### src/rtl/fldc_pkg.sv
package fldc_pkg;

   // Descriptor header layout
   localparam int HDR_LEN = 6;
   localparam logic [7:0] MAGIC_0 = 8'h54;
   localparam logic [7:0] MAGIC_1 = 8'h50;
   localparam logic [7:0] VERSION = 8'h01;

   // Bits in one occupancy byte
   localparam int FIELD_BITS = 8;

   localparam int DEF_MAX_CODES = 128;
   localparam int DEF_MAX_UNIT_BYTES = 64;

   localparam int STATUS_W = 2;
   localparam int UNIT_OUT_W = 7;
   localparam int COUNT_OUT_W = 8;

   typedef enum logic [STATUS_W-1:0] {
      ST_VALID     = 2'd0,
      ST_MALFORMED = 2'd1,
      ST_OVERLAP   = 2'd2
   } status_type;

   typedef struct packed {
      logic                   valid;
      status_type             status;
      logic [UNIT_OUT_W-1:0]  unit_bytes;
      logic [COUNT_OUT_W-1:0] code_count;
   } result_type;

endpackage

### src/rtl/fldc_ram.sv
module fldc_ram #(
   parameter int WIDTH = 8,
   parameter int DEPTH = 64,
   localparam int AW = (DEPTH > 1) ? $clog2(DEPTH) : 1
) (
   input  logic             clock,
   input  logic             wr_en,
   input  logic [AW-1:0]    wr_addr,
   input  logic [WIDTH-1:0] wr_data,
   input  logic             rd_en,
   input  logic [AW-1:0]    rd_addr,
   output logic [WIDTH-1:0] rd_data
);

   logic [WIDTH-1:0] mem_ff [DEPTH];
   logic [WIDTH-1:0] rd_data_ff;

   always_ff @(posedge clock) begin
      if (wr_en) begin
         mem_ff[wr_addr] <= wr_data;
      end
      if (rd_en) begin
         rd_data_ff <= mem_ff[rd_addr];
      end
   end

   assign rd_data = rd_data_ff;

endmodule

### src/rtl/fldc_core.sv
module fldc_core #(
   parameter int MAX_CODES      = fldc_pkg::DEF_MAX_CODES,
   parameter int MAX_UNIT_BYTES = fldc_pkg::DEF_MAX_UNIT_BYTES
) (
   input  logic                 clock,
   input  logic                 reset,
   input  logic                 accept,
   input  logic [7:0]           in_byte,
   input  logic                 last_byte,
   output fldc_pkg::result_type result
);

   localparam int POS_CAP = fldc_pkg::HDR_LEN + 3 * MAX_CODES;
   localparam int POS_W   = $clog2(POS_CAP + 2);
   localparam int IDX_W   = (MAX_UNIT_BYTES > 1) ? $clog2(MAX_UNIT_BYTES) : 1;
   localparam int LEN_W   = 18;

   localparam logic [POS_W-1:0] POS_MAGIC_0 = POS_W'(0);
   localparam logic [POS_W-1:0] POS_MAGIC_1 = POS_W'(1);
   localparam logic [POS_W-1:0] POS_VERSION = POS_W'(2);
   localparam logic [POS_W-1:0] POS_UNIT    = POS_W'(3);
   localparam logic [POS_W-1:0] POS_CNT_LO  = POS_W'(4);
   localparam logic [POS_W-1:0] POS_CNT_HI  = POS_W'(5);

   typedef enum logic [1:0] {
      PH_OFFSET,
      PH_SHIFT,
      PH_WIDTH
   } phase_type;

   logic [POS_W-1:0]          pos_ff, pos_in;
   logic [7:0]                unit_ff, unit_in;
   logic [15:0]               count_ff, count_in;
   logic [7:0]                offset_ff, offset_in;
   logic [7:0]                shift_ff, shift_in;
   logic                      hdr_bad_ff, hdr_bad_in;
   fldc_pkg::status_type      code_err_ff, code_err_in;
   phase_type                 phase_ff, phase_in;
   logic [MAX_UNIT_BYTES-1:0] valid_ff, valid_in;
   logic                      occ_valid_ff, occ_valid_in;

   logic                      ram_wr_en;
   logic                      ram_rd_en;
   logic [7:0]                ram_rd_data;

   logic                      off_in_range;
   logic                      code_bad;
   logic [15:0]               mask_wide;
   logic [7:0]                mask;
   logic [7:0]                occ;
   logic                      overlap;
   logic [LEN_W-1:0]          len_expect;
   logic                      fault;
   fldc_pkg::status_type      status;

   // An entry whose valid bit is clear has not been claimed since the last clear.
   assign occ = occ_valid_ff ? ram_rd_data : 8'h00;

   assign off_in_range = {1'b0, in_byte} < 9'(MAX_UNIT_BYTES);

   assign code_bad = (offset_ff >= unit_ff) ||
                     ({1'b0, offset_ff} >= 9'(MAX_UNIT_BYTES)) ||
                     (in_byte == 8'h00) ||
                     ({1'b0, in_byte} > 9'(fldc_pkg::FIELD_BITS)) ||
                     (({1'b0, shift_ff} + {1'b0, in_byte}) > 9'(fldc_pkg::FIELD_BITS));

   // Only used once code_bad is clear, so width is 1 to 8 and shift below 8.
   assign mask_wide = ((16'h0001 << in_byte[3:0]) - 16'h0001) << shift_ff[2:0];
   assign mask      = mask_wide[7:0];
   assign overlap   = |(occ & mask);

   fldc_ram #(
      .WIDTH (fldc_pkg::FIELD_BITS),
      .DEPTH (MAX_UNIT_BYTES)
   ) u_occ_ram (
      .clock   (clock),
      .wr_en   (ram_wr_en),
      .wr_addr (offset_ff[IDX_W-1:0]),
      .wr_data (occ | mask),
      .rd_en   (ram_rd_en),
      .rd_addr (in_byte[IDX_W-1:0]),
      .rd_data (ram_rd_data)
   );

   always_comb begin
      pos_in       = pos_ff;
      unit_in      = unit_ff;
      count_in     = count_ff;
      offset_in    = offset_ff;
      shift_in     = shift_ff;
      hdr_bad_in   = hdr_bad_ff;
      code_err_in  = code_err_ff;
      phase_in     = phase_ff;
      valid_in     = valid_ff;
      occ_valid_in = occ_valid_ff;
      ram_wr_en    = 1'b0;
      ram_rd_en    = 1'b0;
      len_expect   = '0;
      fault        = 1'b0;
      status       = fldc_pkg::ST_VALID;
      result       = '0;

      if (accept) begin
         if (pos_ff < POS_W'(POS_CAP)) begin
            case (pos_ff)
               POS_MAGIC_0: begin
                  if (in_byte != fldc_pkg::MAGIC_0) hdr_bad_in = 1'b1;
               end
               POS_MAGIC_1: begin
                  if (in_byte != fldc_pkg::MAGIC_1) hdr_bad_in = 1'b1;
               end
               POS_VERSION: begin
                  if (in_byte != fldc_pkg::VERSION) hdr_bad_in = 1'b1;
               end
               POS_UNIT:   unit_in = in_byte;
               POS_CNT_LO: count_in = {count_ff[15:8], in_byte};
               POS_CNT_HI: count_in = {in_byte, count_ff[7:0]};
               default: begin
                  case (phase_ff)
                     PH_OFFSET: begin
                        // Fetch the occupancy byte now; it is used two items later.
                        offset_in    = in_byte;
                        phase_in     = PH_SHIFT;
                        ram_rd_en    = off_in_range;
                        occ_valid_in = off_in_range ? valid_ff[in_byte[IDX_W-1:0]] : 1'b0;
                     end
                     PH_SHIFT: begin
                        shift_in = in_byte;
                        phase_in = PH_WIDTH;
                     end
                     PH_WIDTH: begin
                        phase_in = PH_OFFSET;
                        if (code_err_ff == fldc_pkg::ST_VALID) begin
                           if (code_bad) begin
                              code_err_in = fldc_pkg::ST_MALFORMED;
                           end else if (overlap) begin
                              code_err_in = fldc_pkg::ST_OVERLAP;
                           end else begin
                              ram_wr_en = 1'b1;
                              valid_in[offset_ff[IDX_W-1:0]] = 1'b1;
                           end
                        end
                     end
                     default: phase_in = PH_OFFSET;
                  endcase
               end
            endcase
         end

         // The position stops one past the longest legal descriptor.
         if (pos_ff <= POS_W'(POS_CAP)) begin
            pos_in = pos_ff + POS_W'(1);
         end

         if (last_byte) begin
            len_expect = LEN_W'(fldc_pkg::HDR_LEN) + {2'b00, count_in} +
                         {1'b0, count_in, 1'b0};
            fault = hdr_bad_in ||
                    (count_in == 16'h0000) ||
                    (count_in > 16'(MAX_CODES)) ||
                    (LEN_W'(pos_in) != len_expect) ||
                    (unit_in == 8'h00) ||
                    ({1'b0, unit_in} > 9'(MAX_UNIT_BYTES));
            status = fault ? fldc_pkg::ST_MALFORMED : code_err_in;

            result.valid      = 1'b1;
            result.status     = status;
            result.unit_bytes = (status == fldc_pkg::ST_VALID) ?
                                unit_in[fldc_pkg::UNIT_OUT_W-1:0] : '0;
            result.code_count = (status == fldc_pkg::ST_VALID) ?
                                count_in[fldc_pkg::COUNT_OUT_W-1:0] : '0;

            pos_in       = '0;
            unit_in      = '0;
            count_in     = '0;
            offset_in    = '0;
            shift_in     = '0;
            hdr_bad_in   = 1'b0;
            code_err_in  = fldc_pkg::ST_VALID;
            phase_in     = PH_OFFSET;
            valid_in     = '0;
            occ_valid_in = 1'b0;
         end
      end
   end

   always_ff @(posedge clock) begin
      if (reset) begin
         pos_ff       <= '0;
         unit_ff      <= '0;
         count_ff     <= '0;
         offset_ff    <= '0;
         shift_ff     <= '0;
         hdr_bad_ff   <= 1'b0;
         code_err_ff  <= fldc_pkg::ST_VALID;
         phase_ff     <= PH_OFFSET;
         valid_ff     <= '0;
         occ_valid_ff <= 1'b0;
      end else begin
         pos_ff       <= pos_in;
         unit_ff      <= unit_in;
         count_ff     <= count_in;
         offset_ff    <= offset_in;
         shift_ff     <= shift_in;
         hdr_bad_ff   <= hdr_bad_in;
         code_err_ff  <= code_err_in;
         phase_ff     <= phase_in;
         valid_ff     <= valid_in;
         occ_valid_ff <= occ_valid_in;
      end
   end

endmodule

### src/rtl/field_layout_descriptor_checker_unit.sv
// Checks a serialized bit-field layout descriptor taken one byte per item, one item per
// clock cycle while not stalled, and returns a single registered verdict item for the byte
// marked last. Each triplet's occupancy byte is read from a small RAM with registered
// read when its offset byte arrives and written back on its width byte, so consecutive
// triplets never wait on each other; a per-entry valid bit clears the whole map at once
// at reset and after each verdict, so no clearing pass is needed. The result side
// has an output register and a one-deep skid register; input stalls only while both hold
// verdicts that have not been taken.
module field_layout_descriptor_checker_unit #(
   parameter int MAX_CODES      = fldc_pkg::DEF_MAX_CODES,
   parameter int MAX_UNIT_BYTES = fldc_pkg::DEF_MAX_UNIT_BYTES
) (
   input  logic                             clock,
   input  logic                             reset,
   input  logic                             req_valid,
   output logic                             req_stall,
   input  logic [7:0]                       req_in_byte,
   input  logic                             req_last_byte,
   output logic                             rsp_valid,
   input  logic                             rsp_stall,
   output logic [fldc_pkg::STATUS_W-1:0]    rsp_status,
   output logic [fldc_pkg::UNIT_OUT_W-1:0]  rsp_unit_bytes_out,
   output logic [fldc_pkg::COUNT_OUT_W-1:0] rsp_code_count_out
);

   fldc_pkg::result_type core_res;
   fldc_pkg::result_type out_ff, out_in;
   fldc_pkg::result_type skid_ff, skid_in;
   logic                 req_accept;
   logic                 out_free;

   assign req_stall  = skid_ff.valid;
   assign req_accept = req_valid && !req_stall;
   assign out_free   = !out_ff.valid || !rsp_stall;

   fldc_core #(
      .MAX_CODES      (MAX_CODES),
      .MAX_UNIT_BYTES (MAX_UNIT_BYTES)
   ) u_core (
      .clock     (clock),
      .reset     (reset),
      .accept    (req_accept),
      .in_byte   (req_in_byte),
      .last_byte (req_last_byte),
      .result    (core_res)
   );

   // No new item is accepted while the skid register is full, so a waiting verdict
   // and a fresh one never compete for the output register.
   always_comb begin
      out_in  = out_ff;
      skid_in = skid_ff;
      if (out_free) begin
         if (skid_ff.valid) begin
            out_in  = skid_ff;
            skid_in = '0;
         end else begin
            out_in = core_res;
         end
      end else if (core_res.valid) begin
         skid_in = core_res;
      end
   end

   always_ff @(posedge clock) begin
      if (reset) begin
         out_ff  <= '0;
         skid_ff <= '0;
      end else begin
         out_ff  <= out_in;
         skid_ff <= skid_in;
      end
   end

   assign rsp_valid          = out_ff.valid;
   assign rsp_status         = out_ff.status;
   assign rsp_unit_bytes_out = out_ff.unit_bytes;
   assign rsp_code_count_out = out_ff.code_count;

   a_skid_behind_out: assert property (@(posedge clock) disable iff (reset)
      skid_ff.valid |-> out_ff.valid)
      else $error("skid register holds a verdict while the output register is empty");

   a_last_gives_result: assert property (@(posedge clock) disable iff (reset)
      req_accept && req_last_byte |=> rsp_valid)
      else $error("last byte accepted but no verdict presented");

   a_status_code: assert property (@(posedge clock) disable iff (reset)
      rsp_valid |-> (rsp_status == fldc_pkg::ST_VALID ||
                     rsp_status == fldc_pkg::ST_MALFORMED ||
                     rsp_status == fldc_pkg::ST_OVERLAP))
      else $error("verdict carries an unused status code");

   a_fault_zero_payload: assert property (@(posedge clock) disable iff (reset)
      rsp_valid && rsp_status != fldc_pkg::ST_VALID |->
         rsp_unit_bytes_out == '0 && rsp_code_count_out == '0)
      else $error("failing verdict carries a non-zero unit size or code count");

   a_no_result_without_last: assert property (@(posedge clock) disable iff (reset)
      !rsp_valid && !(req_accept && req_last_byte) |=> !rsp_valid)
      else $error("verdict appeared without a last byte");

endmodule

### config.mk
export PLATFORM = sky130hd
export DESIGN_NAME = field_layout_descriptor_checker_unit
export DESIGN_NICKNAME = d
export VERILOG_FILES = /design/src/rtl/fldc_pkg.sv /design/src/rtl/fldc_ram.sv /design/src/rtl/fldc_core.sv /design/src/rtl/field_layout_descriptor_checker_unit.sv
export SDC_FILE = /design/constraint.sdc
export NUM_CORES = 1
export LEC_CHECK = 0
export BUFFER_PORTS_ARGS = -buffer_cell sky130_fd_sc_hd__buf_2
export CORE_ASPECT_RATIO = 2
export CORE_MARGIN = 2
export CORE_UTILIZATION = 57
export DETAILED_ROUTE_END_ITERATION = 10
export GPL_TIMING_DRIVEN = 0
export PLACE_DENSITY_LB_ADDON = 0.15
export SLEW_MARGIN = 20
export SYNTH_ARGS = -nofsm -noshare
export SYNTH_HDL_FRONTEND = slang
export SYNTH_SLANG_ARGS = --single-unit
### constraint.sdc
create_clock -name clock -period 5.9 [get_ports clock]
set_input_delay 0.59 -clock clock [delete_from_list [all_inputs] [get_ports clock]]
set_output_delay 0.59 -clock clock [all_outputs]
set_load 0.005 [all_outputs]
After elaboration in Yosys (flattened, before gate mapping)
Memory sizes are Yosys's and may differ from the RTL's. A register that Yosys moved wholly into a read port is not among the register bits. Cells that the tools add are included.

Output and inout bits: 19. Input port bits: 13. Bits in writable memories: 512. Flip-flop bits (word level): 155. Memories kept: 1. Logic and storage cells: 168.

Reduce and logical (&&, ||, !) cells: 35. Add/sub/neg operators: 5. Mux-type cells: 77. Bitwise gates (word level): 3. $lt $le $gt $ge: 12. Shifts and indexed selects: 2. Eq/ne operators: 15.

Memories: u_core.u_occ_ram.mem_ff (depth 64, bits a word 8, rd ports 1, clocked after memory_dff 1, write ports 1, RTL line fldc_ram.sv:15) `logic [WIDTH-1:0] mem_ff [DEPTH];`.

Operator list (number): $mux 64 (7); $mux 8 (14); $mux 18 (5); $or 64x64->64 (1); $mux 16 (3); $pmux 16 s2 (1); $mux 9 (3); $mux 1 (26); $mux 2 (12); $add 18x17->18 (1); $eq 9x2->1 const B (2); $eq 9x3->1 const B (2); $ne 9x18->1 (1); $add 3x16->17 const A (1); $mux 17 (1); $gt 16x8->1 const B (1); $logic_not 16->1 (1); $logic_not 8->1 (2); $ne 8x7->1 const B (2); $shl 1x4->16 const A (1); $shl 16x3->8 (1); $sub 16x1->16 const B (1); $lt 6x7->1 const B (2); $reduce_bool 2->1 (6); 35 further kinds (52).

Depth between registers and ports, before layout
Word-level depth: 19. Gate-level depth with buffers: 28.

By module
From an unflattened synthesis, not the netlist that was laid out.

Cell total of the unflattened synthesis: 2083. Area total of the unflattened synthesis: 30035.1 sq um.

Modules (own cells, without submodules): fldc_ram (cells an instance 972, instances 1, seq. area each 15615.0 sq um, area an instance 20270.7 sq um); fldc_core (cells an instance 950, instances 1, seq. area each 2382.3 sq um, area an instance 7972.6 sq um); field_layout_descriptor_checker_unit (cells an instance 161, instances 1, seq. area each 720.7 sq um, area an instance 1791.7 sq um).

Worst setup path before layout
No wires, ideal clock.

Path type: reg2reg. Start point: register u_core.pos_ff[1]. End point: register out_ff (netlist bit rsp_status[0]). Library setup time: 0.115 ns. Data required time: 5.785 ns. Cell stages (with the launch flop): 28. Path buffers: 4. Arrival time: 6.040 ns. Setup slack: -0.254 ns. Path through: dfxtp_1 -> inv_1 -> ha_1 -> or4b_2 -> nand3_1 -> buf_4 -> a22oi_1 -> a211oi_1 -> and3_1 -> clkbuf_1 -> and4_1 -> nand3_1 -> nor2b_1 -> nand2_1 -> xnor2_1 -> ha_1 -> clkbuf_1 -> and4_1 -> o21ai_0 -> o21ba_2 -> a211oi_1 -> nand2_1 -> mux2i_1 -> or4_4 -> a2111oi_4 -> nand3b_2 -> buf_2 -> o21a_1.

Longest elaborated chain between the ends: 14. Elaborated cells between the ends (all ways): 40. Those cells by class: add/sub: 3; order compare: 4; eq/ne: 6; mux: 18; reduce/logical: 9.

RTL lines: from (decl) (RTL line fldc_core.sv:31) `logic [POS_W-1:0] pos_ff, pos_in;`; from (signal assigned) (RTL line fldc_core.sv:200) `pos_ff <= pos_in;`; parallel branches: the longest is 10 deep, another holds $add 18x17->18; $mux 2 (*) (RTL line fldc_core.sv:164) `status = fault ? fldc_pkg::ST_MALFORMED : code_err_in;`; $mux 18 (*) (RTL line fldc_core.sv:155) `if (last_byte) begin`; $mux 18 (*) (RTL line fldc_core.sv:103) `if (accept) begin`; $mux 18 (*) (RTL line field_layout_descriptor_checker_unit.sv:54) `if (skid_ff.valid) begin`; to (signal assigned) (RTL line field_layout_descriptor_checker_unit.sv:70) `out_ff <= out_in;`; to (decl) (RTL line field_layout_descriptor_checker_unit.sv:27) `fldc_pkg::result_type out_ff, out_in;`.

Mark *: on every way between the ends. The select of a mux whose other input is x is not followed. A chain may end at the register's enable or synchronous reset.

Worst setup path in the final report
Start point: register u_core.pos_ff[0]. End point: register out_ff (netlist bit rsp_code_count_out[3]).

Longest elaborated chain between the ends: 16. Elaborated cells between the ends (all ways): 42. Those cells by class: add/sub: 3; order compare: 4; eq/ne: 6; mux: 19; reduce/logical: 10.

RTL lines: parallel branches: the longest is 12 deep, another holds $add 18x17->18; $mux 8 (*) (RTL line fldc_core.sv:170) `result.code_count = (status == fldc_pkg::ST_VALID) ?`; $mux 18 (*) (RTL line fldc_core.sv:155); $mux 18 (*) (RTL line fldc_core.sv:103); $mux 18 (*) (RTL line field_layout_descriptor_checker_unit.sv:54).

Marked as above.

==> impl_results.md <==
* Outcome: completed
* Syn Inst Count at around 1900
* Total GRT Usage at 31.9%
* Ant. Diodes at 0
* 1st-pass router iterations at 5
* CP Max Fanout at 10
* Die W at 163 um
* Static leakage at 10.6 nW
* DP Wirelength at 59600 um
* Slew @ Worst Pin at about 1.2 ns
* Sink Count at 675
* Clock skew at about 0.025 ns
* Commonest non-fill, non-tap cell in the layout: edfxtp_1
* GR Overflow Total at 0
* Layout cells sized above 1 at between 20% and 30%
* Post-synth ARST share at 0%
* Layout Utilization at about 65%
* Maximum VDD drop at 0.368 mV
* Most frequent cells in the layout: 520 x edfxtp_1, 189 x mux4_2, 153 x dfxtp_1, 142 x nor2_1, 91 x clkbuf_1
* DR WL/cell at between 30 and 40 um
* Post-Route Setup TNS at 0 ns
* Die Span Y at between 300 and 400 um
* Via/cell ratio at approximately 6.6
* #FFs+latches synth at slightly below 700
* Critical path launch point type: register
* Starting Density at ~58%
* Drt initial violations at roughly 1500
* Synth Flop Type: edfxtp_1
* Fin nets at roughly 2100
* DRC at 0
* Max Freq at 172 MHz
* Largest net degree at the start of global routing at 65
* ANT nets after route at 0
* Power per cell area at 288 nW/um^2
* Worst hold path type: in2reg
* Post-Syn Area at slightly below 30000 um^2
* Crit path buffers/inverters at 5
* Sequential fraction of the synthesis area at approximately 65%
* Routed via count at between 15000 and 20000
* Fin crit share at roughly 98%
* Synth Net Count at about 1900
* Worst-path cell chain: buf_8 > inv_4 > ha_4 > or4b_4 > nor2_4 > a22oi_2 > a211oi_4 > buf_6 > and3_4 > nor2_1 > ha_2 > a21o_1 > or2_4 > a311o_1 > o32ai_4 > o31ai_4 > xor2_1 > or4_4 > a2111oi_4 > buf_12 > nand4_4 > buf_8 > a21oi_1
* CP dominant cell by count: buf_8
* CP delay by family, top: simple AND/OR/NAND/NOR gates
* Initial antenna violation count at 1
* Register clock-pin slew on the reported worst setup and hold paths at ~0.070 ns
* Buffers on Ports at 31
* Critical path capture point type: register
* Rows at about 120
* Average cell area after synthesis at ~15 um^2
* Crit Path Category: reg2reg
* Vias in the first global route at between 15000 and 20000
* H-tree depth at 2
* I/O pins at 32
* Slowest CP cell: or4_4
* Slew Viols, Final at 0
* TritonCTS clock tree: yes
* Layout area overhead at 13.3%
* TritonCTS Buffers at 55
* Max stage delay on crit path at between 0.5 and 0.6 ns
* Clk root buf: clkbuf_16
* Unrepaired setup endpoints after global routing: true
* CP required at 6.45 ns
* Warnings, synthesis at 0
* Worst-Skew Late Latency at 0.63 ns
* Overall routed net length at ~80000 um
* Reg2Reg Setup Slack at a little under 0.1 ns
* Final hold violation count at 0
* Synth unique cells at ~80
* Max-cap violations at 0
* Post-CTS Hold Fix Bufs at 0
* Longest Clk Path Bufs at 3
* Data arrival time of the worst path at approximately 6.4 ns
* RD Place Congestion at 0.957
* Worst rel slew slack at a little over a fifth
* Final Setup Violations at 0
* Global-route wire length before repair at around 120000 um
* Number of synthesized flops with an enable pin at between 500 and 600
* Die footprint at 52700 um^2
* Total core area at between 50000 and 60000 um^2
* Min Clock Period, post-route at 5.80 ns
-- layout make-up --
class,instances,area [um^2]
repair buffers,75,688
clock inverters,42,417
plain buffers,120,507
flip-flops and latches,675,18700
well taps,649,812
multi-input cells,1039,10100
clock buffers,61,1430
inverters,34,136
fillers,3557,17300
-- state kept, by name (all words and copies together) (netlist names) --
name	cells
u_core.u_occ_ram.mem_ff	512
u_core.valid_ff	64
skid_ff	17
u_core.count_ff	16
u_core.pos_ff	9
rsp_code_count_out	8
u_core.offset_ff	8
u_core.shift_ff	8
u_core.u_occ_ram.rd_data	8
u_core.unit_ff	8
rsp_unit_bytes_out	7
rsp_status	2
u_core.code_err_ff	2
u_core.phase_ff	2
req_stall	1
rsp_valid	1
u_core.hdr_bad_ff	1
u_core.occ_valid_ff	1
-- Yosys cell counts (all sizes together) (34+ instances only) --
library cell  instances  share of area, %
a21oi                78               1.3
inv                  34              0.44
dfxtp               155                11
nor2                169               2.2
edfxtp              520                54
mux4                189                15
o21ai                59               1.0
nand3                37              0.64
ha                   37               1.6
nand2                66              0.86
o21a                 68               1.8
a22oi                47               1.2
clkbuf              100               1.3
-- path summary, 6_finish.rpt --
kind | end | cells after the start | startpoint
hold reg to reg | skid_ff[5]$_SDFFE_PP0P_ | 2 | skid_ff[5]$_SDFFE_PP0P_
hold / removal | rsp_valid$_SDFFE_PP0N_ | 3 | req_valid
setup reg to reg | rsp_code_count_out[3]$_SDFFE_PP0N_ | 23 | u_core.pos_ff[0]$_SDFFE_PP0P_
setup / recovery | rsp_code_count_out[3]$_SDFFE_PP0N_ | 23 | u_core.pos_ff[0]$_SDFFE_PP0P_
-- through the flow --
step | std cells | cell area [um^2] | power [W] | setup slack [ns] | hold slack [ns]
6_report | 2695 | 32800 | 0.00945 | 0.0993 | 0.324
5_1_grt | 2695 | 32800 | 0.00967 | -0.0454 | 0.322
4_1_cts | 2688 | 32500 | 0.00948 | -0.0727 | 0.307
3_5_place_dp | 2575 | 30200 | 0.00577 | -1.92 | 0.440
3_3_place_gp | 2556 | 29900 | 0.00574 | -4.58 | 0.434
2_1_floorplan | 1876 | 28900 | 0.00554 | -0.0149 | 0.423
-- where the power goes --
group,internal (W),switching (W),total [W]
Clock,0.00203,0.00174,0.00377
Sequential,0.00512,0.00000394,0.00512
Combinational,0.000202,0.000352,0.000554
Total,0.00735,0.00210,0.00945
-- logic make-up after synthesis --
| family | after synthesis | share of synthesized area [%] |
|---|---|---|
| flip-flops | 675 | 64.7 |
| AND/OR/NAND/NOR | 406 | 6.90 |
| AO/OA/AOI/OAI | 366 | 8.63 |
| multiplexers | 197 | 15.0 |
| buffers and inverters | 163 | 2.17 |
| adder cells (fa/ha/maj) | 38 | 1.67 |
| XOR/XNOR | 31 | 0.938 |
-- routing by layer --
layer,wire length [um],track usage (%)
met2,44100,58.3
met1,24700,29.8
met4,8770,27.8
met5,11,0
met3,4290,5.45
-- timing repair --
action / 4_1_cts / 5_1_grt
pin swaps: 12 / 17
setup endpoints to repair: 611 / 597
buffers inserted: 14 / 10
resized for setup: 72 / 46
gates cloned: 2 / 0
-- tightest hold or removal path: stages --
cell	delay [ns]
buf_2	0.10
a21oi_1	0.07
a21oi_1	0.14
Note: power is estimated with default switching activity, not from simulation.
